### config.mk
export PLATFORM = sky130hd
export DESIGN_NAME = quoted_argument_tokenizer_core_flat
export DESIGN_NICKNAME = d
export VERILOG_FILES = /design/src/hdl/qat_pkg.sv /design/src/hdl/qat_req_if.sv /design/src/hdl/qat_rsp_if.sv /design/src/hdl/qat_step.sv /design/src/hdl/qat_result_q.sv /design/src/hdl/quoted_argument_tokenizer_core.sv /design/src/flat_wrapper.sv
export VERILOG_INCLUDE_DIRS = /design/src /design/src/hdl
export SDC_FILE = /design/constraint.sdc
export NUM_CORES = 1
export LEC_CHECK = 0
export ABC_AREA = 1
export BUFFER_PORTS_ARGS = -buffer_cell sky130_fd_sc_hd__buf_4
export CORE_AREA = 2 2 138 167
export DETAILED_ROUTE_END_ITERATION = 6
export DIE_AREA = 0 0 140 169
export GPL_TIMING_DRIVEN = 0
export SETUP_SLACK_MARGIN = 0.3
export SLEW_MARGIN = 20
export SYNTH_ARGS = -nofsm -noshare
export SYNTH_HDL_FRONTEND = slang
export SYNTH_SLANG_ARGS = --single-unit
export TNS_END_PERCENT = 10
### constraint.sdc
create_clock -name i_clk -period 5 [get_ports i_clk]
set_clock_uncertainty 0.05 [all_clocks]
set_input_delay 0.25 -clock i_clk [delete_from_list [all_inputs] [get_ports i_clk]]
set_output_delay 0.25 -clock i_clk [all_outputs]
set_load 0.02 [all_outputs]
### src/hdl/assert_macros.svh
// ----------------------------------------------------------------------------
// assert_macros.svh
// Concurrent assertion helpers; compiled out when SYNTHESIS is defined.
// ----------------------------------------------------------------------------
`ifndef ASSERT_MACROS_SVH
`define ASSERT_MACROS_SVH
`ifndef SYNTHESIS
// property must hold at every edge outside reset
`define ASSERT_RST(label, clk, rst_n, prop, msg) \
    label: assert property (@(posedge clk) disable iff (!rst_n) (prop)) else $error(msg);
// ante in this cycle implies cons in the next one
`define ASSERT_NEXT(label, clk, rst_n, ante, cons, msg) \
    label: assert property (@(posedge clk) disable iff (!rst_n) (ante) |=> (cons)) \
        else $error(msg);
`else
`define ASSERT_RST(label, clk, rst_n, prop, msg)
`define ASSERT_NEXT(label, clk, rst_n, ante, cons, msg)
`endif
`endif

### src/hdl/qat_pkg.sv
// ----------------------------------------------------------------------------
// qat_pkg
// Types and constants shared by the quoted argument tokenizer.
// ----------------------------------------------------------------------------
package qat_pkg;

    localparam int MAX_TOKENS = 32;
    localparam int MAX_BYTES  = 4096;

    localparam int TOK_W  = $clog2(MAX_TOKENS + 1);
    localparam int BYTE_W = $clog2(MAX_BYTES);

    // result queue: one request may push up to three results
    localparam int PUSH_MAX = 3;
    localparam int PUSH_W   = $clog2(PUSH_MAX + 1);
    localparam int QDEPTH   = 4;
    localparam int QPTR_W   = $clog2(QDEPTH);
    localparam int CNT_W    = $clog2(QDEPTH + 1);

    localparam logic [7:0] CH_BSLASH = 8'h5C;
    localparam logic [7:0] CH_QUOTE  = 8'h22;
    localparam logic [7:0] CH_SPACE  = 8'h20;
    localparam logic [7:0] CH_TAB    = 8'h09;
    localparam logic [7:0] CH_CR     = 8'h0D;
    localparam logic [7:0] CH_LF     = 8'h0A;

    typedef enum logic [3:0] {
        MODE_IDLE   = 4'b0001,
        MODE_BARE   = 4'b0010,
        MODE_QFIRST = 4'b0100,
        MODE_QUOTED = 4'b1000
    } t_mode;

    typedef enum logic [1:0] {
        KIND_CHAR = 2'd0,
        KIND_END  = 2'd1,
        KIND_DONE = 2'd2
    } t_kind;

    typedef struct packed {
        t_mode              mode;
        logic               prev_bs;
        logic               esc;
        logic [TOK_W-1:0]   tokens;
        logic [BYTE_W-1:0]  bytes;
    } t_scan_state;

    localparam t_scan_state SCAN_RESET = '{
        mode: MODE_IDLE, prev_bs: 1'b0, esc: 1'b0, tokens: '0, bytes: '0
    };

    typedef struct packed {
        t_kind       kind;
        logic [7:0]  tbyte;
        logic [4:0]  num;
        logic [5:0]  total;
        logic        last;
    } t_result;

    typedef t_result [PUSH_MAX-1:0] t_res_arr;

endpackage

### src/hdl/qat_req_if.sv
// ----------------------------------------------------------------------------
// qat_req_if
// Byte request channel: one string byte or end marker per request.
// ----------------------------------------------------------------------------
interface qat_req_if;
    logic        valid;
    logic        ready;
    logic [7:0]  byte_value;
    logic        end_of_string;

    modport source (output valid, output byte_value, output end_of_string, input ready);
    modport sink   (input valid, input byte_value, input end_of_string, output ready);
endinterface

### src/hdl/qat_rsp_if.sv
// ----------------------------------------------------------------------------
// qat_rsp_if
// Result channel: token characters, token ends and string summaries.
// ----------------------------------------------------------------------------
interface qat_rsp_if;
    logic        valid;
    logic        ready;
    logic [1:0]  event_kind;
    logic [7:0]  token_byte;
    logic [4:0]  token_number;
    logic [5:0]  token_total;
    logic        last_of_run;

    modport source (output valid, output event_kind, output token_byte,
                    output token_number, output token_total, output last_of_run,
                    input ready);
    modport sink   (input valid, input event_kind, input token_byte,
                    input token_number, input token_total, input last_of_run,
                    output ready);
endinterface

### src/hdl/qat_step.sv
// ----------------------------------------------------------------------------
// qat_step
// Next scan state and results for one request.
// ----------------------------------------------------------------------------
module qat_step
    import qat_pkg::*;
(
    input  t_scan_state       i_state,
    input  logic [7:0]        i_byte,
    input  logic              i_eos,
    output t_scan_state       o_state,
    output t_res_arr          o_res,
    output logic [PUSH_W-1:0] o_cnt
);

    function automatic t_result mk_res(t_kind kind, logic [7:0] tb,
                                       logic [4:0] num, logic [5:0] total);
        t_result r;
        r.kind  = kind;
        r.tbyte = tb;
        r.num   = num;
        r.total = total;
        r.last  = 1'b0;
        return r;
    endfunction

    logic [4:0]       tok_num;
    logic [TOK_W-1:0] tok_inc;
    logic             blank;
    t_res_arr         res;

    assign tok_num = 5'(i_state.tokens);
    assign tok_inc = i_state.tokens + TOK_W'(1);
    assign blank   = i_byte inside {CH_SPACE, CH_TAB, CH_CR, CH_LF};

    always_comb begin
        o_state = i_state;
        res     = '0;
        o_cnt   = '0;
        if (i_eos) begin
            o_state = SCAN_RESET;
            if (i_state.mode != MODE_IDLE) begin
                if (i_state.mode != MODE_BARE && i_state.esc) begin
                    // dangling backslash kept as a literal
                    res[0] = mk_res(KIND_CHAR, CH_BSLASH, tok_num, 6'd0);
                    res[1] = mk_res(KIND_END, 8'd0, tok_num, 6'd0);
                    res[2] = mk_res(KIND_DONE, 8'd0, 5'd0, 6'(tok_inc));
                    o_cnt  = PUSH_W'(3);
                end else begin
                    res[0] = mk_res(KIND_END, 8'd0, tok_num, 6'd0);
                    res[1] = mk_res(KIND_DONE, 8'd0, 5'd0, 6'(tok_inc));
                    o_cnt  = PUSH_W'(2);
                end
            end else begin
                res[0] = mk_res(KIND_DONE, 8'd0, 5'd0, 6'(i_state.tokens));
                o_cnt  = PUSH_W'(1);
            end
        end else if (i_state.bytes >= BYTE_W'(MAX_BYTES - 1)) begin
            // past the length limit: ignored
        end else if (i_byte == 8'd0) begin
            // NUL truncates the rest of the string
            o_state.bytes = BYTE_W'(MAX_BYTES - 1);
        end else begin
            o_state.bytes = i_state.bytes + BYTE_W'(1);
            case (i_state.mode)
                MODE_IDLE: begin
                    if (!blank && i_state.tokens < TOK_W'(MAX_TOKENS)) begin
                        if (i_byte == CH_QUOTE) begin
                            o_state.mode    = MODE_QFIRST;
                            o_state.prev_bs = 1'b0;
                            o_state.esc     = 1'b0;
                        end else begin
                            o_state.mode = MODE_BARE;
                            res[0] = mk_res(KIND_CHAR, i_byte, tok_num, 6'd0);
                            o_cnt  = PUSH_W'(1);
                        end
                    end
                end
                MODE_BARE: begin
                    if (blank) begin
                        res[0]          = mk_res(KIND_END, 8'd0, tok_num, 6'd0);
                        o_cnt           = PUSH_W'(1);
                        o_state.tokens  = tok_inc;
                        o_state.mode    = MODE_IDLE;
                        o_state.prev_bs = 1'b0;
                        o_state.esc     = 1'b0;
                    end else begin
                        res[0] = mk_res(KIND_CHAR, i_byte, tok_num, 6'd0);
                        o_cnt  = PUSH_W'(1);
                    end
                end
                MODE_QFIRST, MODE_QUOTED: begin
                    if (i_byte == CH_QUOTE && i_state.mode == MODE_QUOTED
                            && !i_state.prev_bs) begin
                        res[0]          = mk_res(KIND_END, 8'd0, tok_num, 6'd0);
                        o_cnt           = PUSH_W'(1);
                        o_state.tokens  = tok_inc;
                        o_state.mode    = MODE_IDLE;
                        o_state.prev_bs = 1'b0;
                        o_state.esc     = 1'b0;
                    end else begin
                        if (i_state.esc) begin
                            res[0]      = mk_res(KIND_CHAR, i_byte, tok_num, 6'd0);
                            o_cnt       = PUSH_W'(1);
                            o_state.esc = 1'b0;
                        end else if (i_byte == CH_BSLASH) begin
                            o_state.esc = 1'b1;
                        end else begin
                            res[0] = mk_res(KIND_CHAR, i_byte, tok_num, 6'd0);
                            o_cnt  = PUSH_W'(1);
                        end
                        o_state.prev_bs = (i_byte == CH_BSLASH);
                        o_state.mode    = MODE_QUOTED;
                    end
                end
                default: begin
                end
            endcase
        end
    end

    // flag the final result of the run
    always_comb begin
        o_res = res;
        for (int k = 0; k < PUSH_MAX; k++) begin
            o_res[k].last = (o_cnt == PUSH_W'(k + 1));
        end
    end

endmodule

### src/hdl/qat_result_q.sv
// ----------------------------------------------------------------------------
// qat_result_q
// Small result queue; takes up to three results a cycle, drains one on o_rsp.ready.
// ----------------------------------------------------------------------------
`include "assert_macros.svh"

module qat_result_q
    import qat_pkg::*;
(
    input  logic              i_clk,
    input  logic              i_rst_n,
    input  logic [PUSH_W-1:0] i_push_n,
    input  t_res_arr          i_push,
    output logic              o_space,
    qat_rsp_if.source         o_rsp
);

    t_result            r_mem [QDEPTH];
    logic [QPTR_W-1:0]  r_wr;
    logic [QPTR_W-1:0]  r_rd;
    logic [CNT_W-1:0]   r_count;
    logic [CNT_W-1:0]   n_count;
    logic               pop;

    assign pop     = o_rsp.valid && o_rsp.ready;
    assign n_count = r_count + CNT_W'(i_push_n) - CNT_W'(pop);
    assign o_space = r_count <= CNT_W'(QDEPTH - PUSH_MAX);

    always_ff @(posedge i_clk) begin
        for (int k = 0; k < PUSH_MAX; k++) begin
            if (PUSH_W'(k) < i_push_n) begin
                r_mem[r_wr + QPTR_W'(k)] <= i_push[k];
            end
        end
    end

    always_ff @(posedge i_clk) begin
        if (!i_rst_n) begin
            r_wr    <= '0;
            r_rd    <= '0;
            r_count <= '0;
        end else begin
            r_wr    <= r_wr + QPTR_W'(i_push_n);
            r_rd    <= r_rd + QPTR_W'(pop);
            r_count <= n_count;
        end
    end

    assign o_rsp.valid        = (r_count != '0);
    assign o_rsp.event_kind   = r_mem[r_rd].kind;
    assign o_rsp.token_byte   = r_mem[r_rd].tbyte;
    assign o_rsp.token_number = r_mem[r_rd].num;
    assign o_rsp.token_total  = r_mem[r_rd].total;
    assign o_rsp.last_of_run  = r_mem[r_rd].last;

    `ASSERT_RST(a_q_bound, i_clk, i_rst_n, r_count <= CNT_W'(QDEPTH), "result queue overfull")
    `ASSERT_RST(a_q_room, i_clk, i_rst_n, (r_count + CNT_W'(i_push_n)) <= CNT_W'(QDEPTH), "push without room")
    `ASSERT_NEXT(a_q_drain, i_clk, i_rst_n, pop && r_count == CNT_W'(1) && i_push_n == '0, r_count == '0, "queue did not empty")

endmodule

### src/hdl/quoted_argument_tokenizer_core.sv
// ----------------------------------------------------------------------------
// quoted_argument_tokenizer_core
// Splits a byte stream into shell-style arguments with quoting.
// ----------------------------------------------------------------------------
// Usage:
//   i_req carries one request per string byte (byte_value) or an end marker
//   (end_of_string). o_rsp returns events: token characters, token ends and,
//   after every end marker, a summary with the token count (last_of_run
//   marks the final event caused by a request).
//   Events of a request enter the result queue when it is taken. Throughput:
//   one byte per cycle while the queue has room; the scan state update is a
//   single level of compare/select logic between the state registers and the
//   result queue. A byte makes at most one event, an end marker up to three,
//   drained one per cycle on o_rsp.ready, so an end marker can hold off input.
//   i_req.ready is high while the four-entry result queue has room for
//   three events, so a stalled receiver stops input once results back up;
//   nothing is dropped.
//   Reset (synchronous, active low) clears scan state and empties the queue;
//   the block is ready in the next cycle. Each end marker also returns the
//   scan state to its reset value for the next string.
// ----------------------------------------------------------------------------
`include "assert_macros.svh"

module quoted_argument_tokenizer_core
    import qat_pkg::*;
(
    input  logic       i_clk,
    input  logic       i_rst_n,
    qat_req_if.sink    i_req,
    qat_rsp_if.source  o_rsp
);

    t_scan_state        r_scan;
    t_scan_state        n_scan;
    t_res_arr           step_res;
    logic [PUSH_W-1:0]  step_cnt;
    logic               q_space;
    logic               accept;
    logic               tok_room;
    logic               eos_taken;
    logic               rsp_stall;

    // room for the worst case keeps every request's events together
    assign i_req.ready = q_space;
    assign accept      = i_req.valid && i_req.ready;

    qat_step u_step (
        .i_state (r_scan),
        .i_byte  (i_req.byte_value),
        .i_eos   (i_req.end_of_string),
        .o_state (n_scan),
        .o_res   (step_res),
        .o_cnt   (step_cnt)
    );

    // scan state advances only on a taken request
    always_ff @(posedge i_clk) begin
        if (!i_rst_n) begin
            r_scan <= SCAN_RESET;
        end else if (accept) begin
            r_scan <= n_scan;
        end
    end

    qat_result_q u_queue (
        .i_clk    (i_clk),
        .i_rst_n  (i_rst_n),
        .i_push_n (accept ? step_cnt : PUSH_W'(0)),
        .i_push   (step_res),
        .o_space  (q_space),
        .o_rsp    (o_rsp)
    );

    // an open token always has a slot under the token limit
    assign tok_room  = (r_scan.mode == MODE_IDLE) || (r_scan.tokens < TOK_W'(MAX_TOKENS));
    assign eos_taken = accept && i_req.end_of_string;
    assign rsp_stall = o_rsp.valid && !o_rsp.ready;

    `ASSERT_RST(a_tok_limit, i_clk, i_rst_n, tok_room, "token open past limit")
    // end marker restores the between-strings state
    `ASSERT_NEXT(a_eos_clear, i_clk, i_rst_n, eos_taken, r_scan == SCAN_RESET, "scan not reset")
    // a stalled event stays offered
    `ASSERT_NEXT(a_rsp_hold, i_clk, i_rst_n, rsp_stall, o_rsp.valid, "event dropped on stall")

endmodule
### src/flat_wrapper.sv
// flat-port wrapper written by rule: the top's interface ports become plain ports
module quoted_argument_tokenizer_core_flat import qat_pkg::*;
  (i_clk, i_rst_n, i_req_valid, i_req_byte_value, i_req_end_of_string, i_req_ready, o_rsp_valid, o_rsp_event_kind, o_rsp_token_byte, o_rsp_token_number, o_rsp_token_total, o_rsp_last_of_run, o_rsp_ready);
  qat_req_if i_req_i ();
  qat_rsp_if o_rsp_i ();
  input  logic i_clk;
  input  logic i_rst_n;
  input wire logic [$bits(i_req_i.valid)-1:0] i_req_valid;
  input wire logic [$bits(i_req_i.byte_value)-1:0] i_req_byte_value;
  input wire logic [$bits(i_req_i.end_of_string)-1:0] i_req_end_of_string;
  output wire logic [$bits(i_req_i.ready)-1:0] i_req_ready;
  output wire logic [$bits(o_rsp_i.valid)-1:0] o_rsp_valid;
  output wire logic [$bits(o_rsp_i.event_kind)-1:0] o_rsp_event_kind;
  output wire logic [$bits(o_rsp_i.token_byte)-1:0] o_rsp_token_byte;
  output wire logic [$bits(o_rsp_i.token_number)-1:0] o_rsp_token_number;
  output wire logic [$bits(o_rsp_i.token_total)-1:0] o_rsp_token_total;
  output wire logic [$bits(o_rsp_i.last_of_run)-1:0] o_rsp_last_of_run;
  input wire logic [$bits(o_rsp_i.ready)-1:0] o_rsp_ready;
  assign i_req_i.valid = i_req_valid;
  assign i_req_i.byte_value = i_req_byte_value;
  assign i_req_i.end_of_string = i_req_end_of_string;
  assign i_req_ready = i_req_i.ready;
  assign o_rsp_valid = o_rsp_i.valid;
  assign o_rsp_event_kind = o_rsp_i.event_kind;
  assign o_rsp_token_byte = o_rsp_i.token_byte;
  assign o_rsp_token_number = o_rsp_i.token_number;
  assign o_rsp_token_total = o_rsp_i.token_total;
  assign o_rsp_last_of_run = o_rsp_i.last_of_run;
  assign o_rsp_i.ready = o_rsp_ready;
  quoted_argument_tokenizer_core u_core (.i_clk(i_clk), .i_rst_n(i_rst_n), .i_req(i_req_i), .o_rsp(o_rsp_i));
endmodule
==> flow_summary_export.csv <==
group,metric,value,unit
status,run_status,"finished, violations left",
status,violations,"DRC",
timing,drv_slew,0,
cts,cts_sinks,119,
timing,worst_slew_pin_slew,0.8618,ns
logic_synthesis,syn-instance-count,931,
cts,cts_tree,"built",
global_routing,grt_pass1_wl,32390,um
cells_and_area,diodes,0,
routing,drt_iter0_drc,493,
critical_path,crit_type,"flop to flop",
logic_synthesis,syn_nets,952,
timing,fin_crit_sh,0.6054,
critical_path,crit_end,"u_core.u_queue.r_count[2]",
timing,min_period,3.027,ns
floorplan,coreArea,22150,um2
placement,place_congestion,0.9738,
critical_path,crit_path_start_kind,"flop",
timing,setup_viol,0,
cts,cts_buffer_depth,2,
timing,holdWs,0.07116,ns
logic_synthesis,synth_top_family_by_area,"simple AND/OR/NAND/NOR gates",
floorplan,std_cell_rows,60,
floorplan,dieArea,23660,um2
pwr,leakage,3.218,nW
logic_synthesis,yosys_register_bits,119,
hold_path,hold_class,"input pin to flop",
critical_path,r2r-end,"u_core.u_queue.r_count[2]",
logic_synthesis,synth_mux_area_frac,0,
routing,drt_wl_total,20450,um
pwr,p_per_area,548.3,nW/um2
routing,ant_nets,0,
timing,rsz0062_at_grt,"no",
placement,port_buffers,36,
global_routing,grtUsageTotal,0.1757,
pwr,peakVddDrop,0.0002614,V
logic_synthesis,yosysWarningCount,0,
cts,cts_resized,0,
timing,tns,0,ns
critical_path,crit_fanout,8,
routing,routedWlPerCell,16.00,um
logic_synthesis,synth-compound-area-share,0.2000,
global_routing,gr-total-overflow,0,
routing,viasPerCell,5.013,
global_routing,grt_max_degree,17,
timing,slew_headroom,0.4234,
floorplan,die_y,169,um
critical_path,end_kind,"flop",
critical_path,startpoint,"u_core.r_scan[22]",
critical_path,regToRegSetupSlack,1.97,ns
critical_path,crit_required,5.26,ns
floorplan,floorplan.initialDensity,0.2958,
critical_path,critPathArrivalTime,3.29,ns
routing,firstDrtPassIters,7,
critical_path,r2r-start,"u_core.r_scan[22]",
cells_and_area,layout.cells.non_filler,1278,
floorplan,fp.dieW,140,um
cts,insertion_delay,0.43,ns
cts,post_cts.repair.setup_buffers,0,
cts,htree_num_levels,4,
cts,cts_buffers,17,
routing,drc,3,
cells_and_area,nNetsFinal,1007,
critical_path,rr_worst_depth,14,
timing,clock.fmax,330.4,MHz
global_routing,antenna_found_initial,0,
placement,dp_hpwl,15060,um
placement,dpl-instance-area,7169,um2
logic_synthesis,netlist_area,6550,um2
logic_synthesis,synth.avg_cell_area,7.035,um2
logic_synthesis,synth.distinct_cells,41,
logic_synthesis,yosys.area_share.simple,0.2802,
cells_and_area,stdcell_area,7760,um2
placement,dp.cells,1246,
routing,num_vias,6407,
logic_synthesis,synth_xor_area_frac,0.008023,
floorplan,boundaryPins,37,
flow_run,timing.max_cap.violations,0,
logic_synthesis,synth_fa_ha_area_frac,0.01643,
cells_and_area,drive_gt1_frac,0.1081,
logic_synthesis,yosysSeqAreaShare,0.4126,
global_routing,grt_pass1_vias,6134,
cells_and_area,syn2layout_area_growth,18.47,%
cts,clk_pin_slew,0.06,ns
timing,hold_violations,0,
cts,cts-root-buf,"clkbuf_16",
cts,cts_hold_buf,0,
routing by layer:
layer	global-route usage	wire, um	vias up
li1	-	-	3220
met1	0.2075	8807	2939
met2	0.3063	9943	206
met3	0.03791	1058	42
met4	0.07905	641	0
met5	0	0	-
state kept, by name (all words and copies together) (netlist names):
name                    cells
u_core.u_queue.r_rd         2
u_core.u_queue.r_mem       88
u_core.r_scan              24
u_core.u_queue.r_count      3
u_core.u_queue.r_wr         2
layout by cell type (no fill, tap or decap), types with 6 or more instances in the layout:
cell type    n
clkbuf_1    23
o211ai_1    38
a21oi_1     46
o22ai_1     23
ha_1         7
clkbuf_16   17
nor2_1     194
dfxtp_1     87
edfxtp_1    32
inv_1       82
o21ai_0    116
nand4_1      7
inv_2        6
buf_4       37
nand3_1     32
nor3_1      13
nand2_1    168
how the worst min path moves through the flow:
stage	start	end	slack (ns)	depth (start not counted)
final	i_rst_n	u_core.r_scan[21]	0.07	3
after global routing	i_rst_n	u_core.r_scan[21]	0.09	3
after CTS	i_rst_n	u_core.r_scan[21]	0.06	3
after detailed placement	u_core.u_queue.r_count[2]	u_core.u_queue.r_count[2]	0.40	1
after global placement	u_core.u_queue.r_count[2]	u_core.u_queue.r_count[2]	0.39	1
after floorplan	i_rst_n	u_core.r_scan[21]	0.36	2
cell type report:
class | count | area (um2)
buffer | 36 | 183.9
clock buffer | 19 | 444.2
clock inverter | 13 | 146.4
fill | 2314 | 14390
inverter | 94 | 357.8
multi-input combinational | 682 | 3306
sequential | 119 | 2703
tap | 279 | 349.1
timing repair buffer | 36 | 270.3
synth_stat cells:
library cell  number  area [um2]
a211oi_1           1       7.510
a21boi_0           2       15.01
a21oi_1           46       230.2
a31oi_4            1       21.27
buf_1              1       3.750
buf_2              5       25.02
buf_4              1       7.510
buf_6              5       56.30
clkbuf_1          23       86.33
clkbuf_2           1       5.000
clkinv_1           5       18.77
clkinv_4           1       8.760
dfxtp_1           87        1742
edfxtp_1          32       960.9
fa_1               1       20.02
ha_1               7       87.58
inv_1             82       307.8
inv_2              6       22.52
nand2_1          168       630.6
nand2_2            2       12.51
nand2_4            5       56.30
nand3_1           32       160.2
nand3b_1           1       7.510
nand4_1            7       43.79
nor2_1           194       728.2
nor2_2             5       31.28
nor2_4             4       45.04
nor3_1            13       65.06
nor3_2             1       10.01
nor3_4             1       16.27
nor3b_1            1       7.510
nor4_1             2       12.51
o211ai_1          38       285.3
o21ai_0          116       580.6
o21ai_1            2       10.01
o21ai_2            1       8.760
o22ai_1           23       143.9
o31ai_1            1       7.510
or2_4              1       8.760
xnor2_1            1       8.760
xor2_1             5       43.79
worst max-delay path, stage by stage, from the launching register on:
cell,delay (ns)
dfxtp_1,0.33
or2_4,0.27
nor2_1,0.09
nand2_1,0.08
inv_1,0.14
nor2_1,0.11
nor2_1,0.37
inv_1,0.27
nand2_1,0.14
nor2_1,0.08
ha_1,0.23
fa_1,0.38
xor2_1,0.18
o21ai_0,0.15
a21oi_1,0.05
stage by stage:
| step | setup WS [ns] | util | power, mW |
|---|---|---|---|
| floorplan | 2.476 | - | 2.471 |
| global placement | 1.998 | 0.3237 | 3.014 |
| detailed placement | 1.966 | 0.3237 | 3.036 |
| CTS | 1.951 | 0.3504 | 4.267 |
| global route | 1.697 | 0.3504 | 4.507 |
| finish | 1.973 | 0.3504 | 4.254 |
where the power goes:
group	switching, mW	internal, mW
combinational	1.06	0.568
clock	0.481	0.753
sequential	0.130	1.26
total	1.67	2.58
kinds of logic (layout without fill, tap and decap cells):
logic type               count (synthesis)  after routing
AND/OR/NAND/NOR                        437            437
adder cells (fa/ha/maj)                  8              8
XOR/XNOR                                 6              6
AO/OA/AOI/OAI                          231            231
flip-flops                             119            119
buffers and inverters                  130            198
(Power assumes the default switching activity.)
